## config.mk

```make
export PLATFORM = sky130hd
export DESIGN_NAME = plm_vl_mul
export DESIGN_NICKNAME = d
export VERILOG_FILES = /design/src/rtl/plm_vl_mul.sv
export SDC_FILE = /design/constraint.sdc
export NUM_CORES = 2
export LEC_CHECK = 0
export ABC_AREA = 1
export BUFFER_PORTS_ARGS = -buffer_cell sky130_fd_sc_hd__buf_2
export CORE_MARGIN = 4
export CORE_UTILIZATION = 45
export CTS_BUF_LIST = sky130_fd_sc_hd__clkbuf_16
export CTS_CLUSTER_SIZE = 12
export DETAILED_ROUTE_END_ITERATION = 8
export SYNTH_ARGS = -nofsm -noshare
export SYNTH_HDL_FRONTEND = slang
export SYNTH_SLANG_ARGS = --single-unit
```

## constraint.sdc

```tcl
create_clock -name clk_i -period 12.6 [get_ports clk_i]
set_clock_uncertainty 0.2 [all_clocks]
set_input_delay 3.78 -clock clk_i [delete_from_list [all_inputs] [get_ports clk_i]]
set_output_delay 3.78 -clock clk_i [all_outputs]
set_load 0.1 [all_outputs]
```

## src/rtl/plm_vl_mul.sv

```systemverilog
// two-stage unsigned multiplier: two registered partial products, then the sum
// no package dependencies
module plm_vl_mul #(
  parameter int A_W = 32,
  parameter int B_W = 32
) (
  input  logic               clk_i,
  input  logic               en_i,
  input  logic [A_W-1:0]     a_i,
  input  logic [B_W-1:0]     b_i,
  output logic [A_W+B_W-1:0] p_o
);

  localparam int HA = A_W / 2;
  localparam int HB = A_W - HA;
  localparam int PW = A_W + B_W;

  logic [HA+B_W-1:0] plo_q;
  logic [HB+B_W-1:0] phi_q;
  logic [PW-1:0]     p_q;

  always_ff @(posedge clk_i) begin
    if (en_i) begin
      plo_q <= a_i[HA-1:0] * b_i;
      phi_q <= a_i[A_W-1:HA] * b_i;
      p_q   <= PW'(plo_q) + (PW'(phi_q) << HA);
    end
  end

  assign p_o = p_q;

endmodule

```

* Yosys cells after proc, flatten, opt, wreduce, memory -nomap -nowiden
Index checks and enable logic that the tools add are counted.
Operators by class: $add $sub $neg 1, multipliers 2, div/mod/pow operators 0, order comparisons 0, equality and inequality tests 0, shift operators 0, multiplexer cells 0, bitwise operators 0, reductions and logical operators 0
Operators with widths (count):
- multiplier 16 x 32 -> 48 bit | 2
- adder 48 x 64 -> 64 bit | 1
Storage, ports and cells: flip-flop bits (word level) 160, bits in latches 0, RAM bits 0, bits in read-only memories 0, logic and storage cells 6, memories 0

* Longest topological paths before layout
word-level depth 1, depth in mapped cells 28

* Least setup slack after synthesis
Ideal clock, no wire load.
path type input-to-reg, from in b_i[29], to reg plo_q[42], data pin, library setup time 252 ps, data arrival time 8433 ps, data required time 12148 ps, path slack 3715 ps, cell stages on the path 24, buffers on the path 1, cells stage by stage clkbuf_1 > nand2_1 > fa_1 > inv_1 > fa_1 > inv_1 > fa_1 > inv_1 > fa_1 > fa_1 > inv_1 > fa_1 > inv_1 > ha_1 > nand2_1 > inv_1 > nand2_1 > inv_1 > a21oi_1 > nor2_1 > nor2_1 > nand2_1 > nand2_1 > nand2_1
On the way: cells in the longest elaborated chain, start to end 1
RTL lines:
- from (decl) | RTL line 10 | input logic [B_W-1:0] b_i,
- multiplier 16 x 32 -> 48 bit | RTL line 24 | plo_q <= a_i[HA-1:0] * b_i;
- to (signal assigned) | RTL line 24
- to (decl) | RTL line 18 | logic [HA+B_W-1:0] plo_q;
No other way between the ends. A chain may end at the register's enable or synchronous reset.

* Final worst setup path
from in b_i[7], to reg phi_q[38], data pin
On the way: cells in the longest elaborated chain, start to end 1
RTL lines:
- multiplier 16 x 32 -> 48 bit | RTL line 25 | phi_q <= a_i[A_W-1:HA] * b_i;
- to (signal assigned) | RTL line 25
- to (decl) | RTL line 19 | logic [HB+B_W-1:0] phi_q;
No other way between the ends.

==> flow_summary_export.csv <==
group,metric,value,unit
sta,maxSlewHeadroom,33.65,%
worst_setup_path,required,12.62,ns
min_path,hold_class,"reg -> reg",
logic_synthesis,synth_cells,5959,
logic_synthesis,yosysTopAreaCell,"fa_1",
routing,vias_per_cell,4.911,
routing,vias,35400,
cells_and_area,fillers,9776,
routing,ant_nets,0,
logic_synthesis,synth_edf_count,160,
global_route,grt_usage,25.77,%
place,numPortBuffers,129,
clock_tree,numCtsBuffers,17,
global_route,grt_max_degree,71,
clock_tree,clock_path_buffers,2,
routing,wl_per_cell,17.66,um
worst_setup_path,crit_buf_inv,7,
status,status,"finished clean",
global_route,grt_pass1_vias,37520,
logic_synthesis,yosysUniqueCellTypes,29,
worst_setup_path,critical_path_class,"in -> reg",
sta,setup_viol,0,
floorplan,io_pins,130,
cells_and_area,layout_commonest_cell,"nand2_1",
clock_tree,cts_hold_buf,0,
worst_setup_path,r2r.worst_path.cells,11,
min_path,hold_path_depth,0,
routing,drcViolationCount,0,
sta,rsz0062_at_grt,"false",
cells_and_area,area_delta_synth_final,4.794,%
logic_synthesis,syn_area,43720,sq um
clock_tree,path_clk_slew,0.08,ns
logic_synthesis,synth_top_cell_area_share,38.33,%
cells_and_area,layout_common_cells,"2056 x nand2_1, 1805 x inv_1, 837 x fa_1, 272 x ha_1, 196 x nor2_1",
logic_synthesis,synth_area_per_cell,7.336,sq um
worst_setup_path,crit_family,"adder cells",
sta,period_needed,9.570,ns
clock_tree,cts_root_buf,"clkbuf_16",
cells_and_area,fin_area,45810,sq um
logic_synthesis,seq_area_frac_synth,10.99,%
logic_synthesis,synth_top_flop_cell,"edfxtp_1",
clock_tree,htree_num_levels,4,
flow_run,maxCapViolCount,0,
worst_setup_path,crit_slowest_cell,"buf_2",
global_route,grt.overflow.total,0,
worst_setup_path,cp.arrival,9.59,ns
floorplan,die_w,319.7,um
sta,maxSlewViolCount,0,
worst_setup_path,crit_path_start_kind,"input pin",
routing,wirelength,127.3,mm
cells_and_area,layout.nets,7094,
sta,worst_pin_slew,0.9952,ns
worst_setup_path,critPathMaxStageDelay,0.71,ns
floorplan,die_h,319.7,um
clock_tree,clk_latency,0.46,ns
logic_synthesis,synth_nets,7134,
worst_setup_path,crit_path_end_kind,"flip-flop",
global_route,antenna_found_initial,2,
clock_tree,clock_sinks,160,
worst_setup_path,cp_num_cells,23,
routing,drt_iter0_drc,2428,
clock_tree,cts_resized,0,
logic_synthesis,yosysWarnings,0,
floorplan,initial_core_util,45.27,%
floorplan,fp-row-count,114,
worst_setup_path,crit_chain,"buf_2 -> nand2_1 -> fa_1 -> inv_1 -> fa_1 -> inv_1 -> fa_1 -> inv_1 -> fa_1 -> fa_1 -> inv_1 -> fa_1 -> inv_1 -> ha_1 -> nand2_1 -> inv_2 -> nand2_1 -> nor2_2 -> nand4_1 -> nand3_1 -> nand2_1 -> nand3_1 -> nand2_1",
floorplan,dieArea,102200,sq um
place,dpl.hpwl,101.3,mm
routing,drt_pass1_iterations,6,
floorplan,core,96570,sq um
sta,setup_tns,0,ns
logic_synthesis,ys_async_sr_fraction,0,%
cells_and_area,drive_gt1_share,4.434,%
place,placed_area,45270,sq um
global_route,grt_pass1_wl,207.3,mm
worst_setup_path,critPathMaxFanout,32,
clock_tree,post_cts_buffers,0,
logic_synthesis,ys_ff_latch,160,
sta,finalCritPeriodShare,75.95,%
sta,report.final.hold_viol_count,0,
clock_tree,tritoncts,"built",
worst_setup_path,worst_path_most_repeated_cell,"fa_1",
logic_synthesis,synth_area_leaders,"fa_1 38%, nand2_1 18%, inv_1 15%, edfxtp_1 11%, ha_1 7.8%",
place,place_congestion,0.9573,
sta,max_freq,104.5,MHz
## worst reg2reg max path, delay by kind of cell (launching register included)
family / cells / cell delay (ns)
AOI/OAI and AO/OA: 1 / 0.39
DFF: 1 / 0.37
buffers and inverters: 2 / 0.21
and+or+nand+nor: 6 / 0.62
adders and majority gates: 2 / 0.64
## path summary, 6_finish.rpt
check,to,slack [ns],startpoint
min,p_o[6],0.21,plo_q[6]
max,phi_q[38],3.03,b_i[7]
min reg2reg,p_o[6],0.21,plo_q[6]
max reg2reg,p_o[44],9.92,plo_q[16]
## layout make-up
cell class                 count  area, sq um  share of cell area (%)
tap                         1276         1597                   3.485
clock buffer                  17        425.4                  0.9286
multi-input combinational   3787        31360                   68.45
antenna                        1        2.502                0.005462
sequential                   160         4805                   10.49
clock inverter                14        110.1                  0.2403
inverter                    1820         6832                   14.91
timing repair buffer         133        681.9                   1.488
## cell usage after synthesis (11+ instances only)
cell / number
o21bai_1: 12
nand2_2: 15
fa_1: 837
xor2_1: 68
inv_2: 16
ha_1: 272
edfxtp_1: 160
nand4_1: 20
nor2_2: 39
inv_1: 1804
nor2_1: 196
nand3_2: 20
nor3_1: 11
xnor2_1: 13
clkbuf_1: 192
nand3_1: 117
nand2_1: 2056
a21oi_1: 74
## sequential cells by signal, indices dropped and copies added (netlist names)
name / cells
plo_q: 48
p_o: 64
phi_q: 48
## metrics by stage
step                      instances  hold WS (ns)  setup WS [ns]  util [%]
after floorplan                5959        0.2003          3.715         -
after global placement         7176        0.2009          2.596     46.89
after detailed placement       7176        0.2045          2.611     46.89
after CTS                      7207        0.2182          3.092     47.44
after global routing           7208        0.2223          2.738     47.44
final                          7208        0.2142          3.030     47.44
## layer usage
metal,GRT usage (%),part of all wire [%]
met2,43.06,47
met4,5.547,2.0
met3,2.949,6.5
met1,36.38,45
met5,0,0
## kinds of logic (layout without fill, tap and decap cells)
logic type / Yosys count / in the layout / synth area share [%]
other: 0 / 1 / 0
flip-flops: 160 / 160 / 10.99
AO/OA/AOI/OAI: 99 / 99 / 1.231
adder cells (fa/ha/maj): 1109 / 1109 / 46.11
buffers and inverters: 2012 / 1984 / 17.28
AND/OR/NAND/NOR: 2498 / 2498 / 22.77
XOR/XNOR: 81 / 81 / 1.623
Power is not shown: default switching activity piles up to over one toggle a cycle in this logic, so the estimate is an artifact.
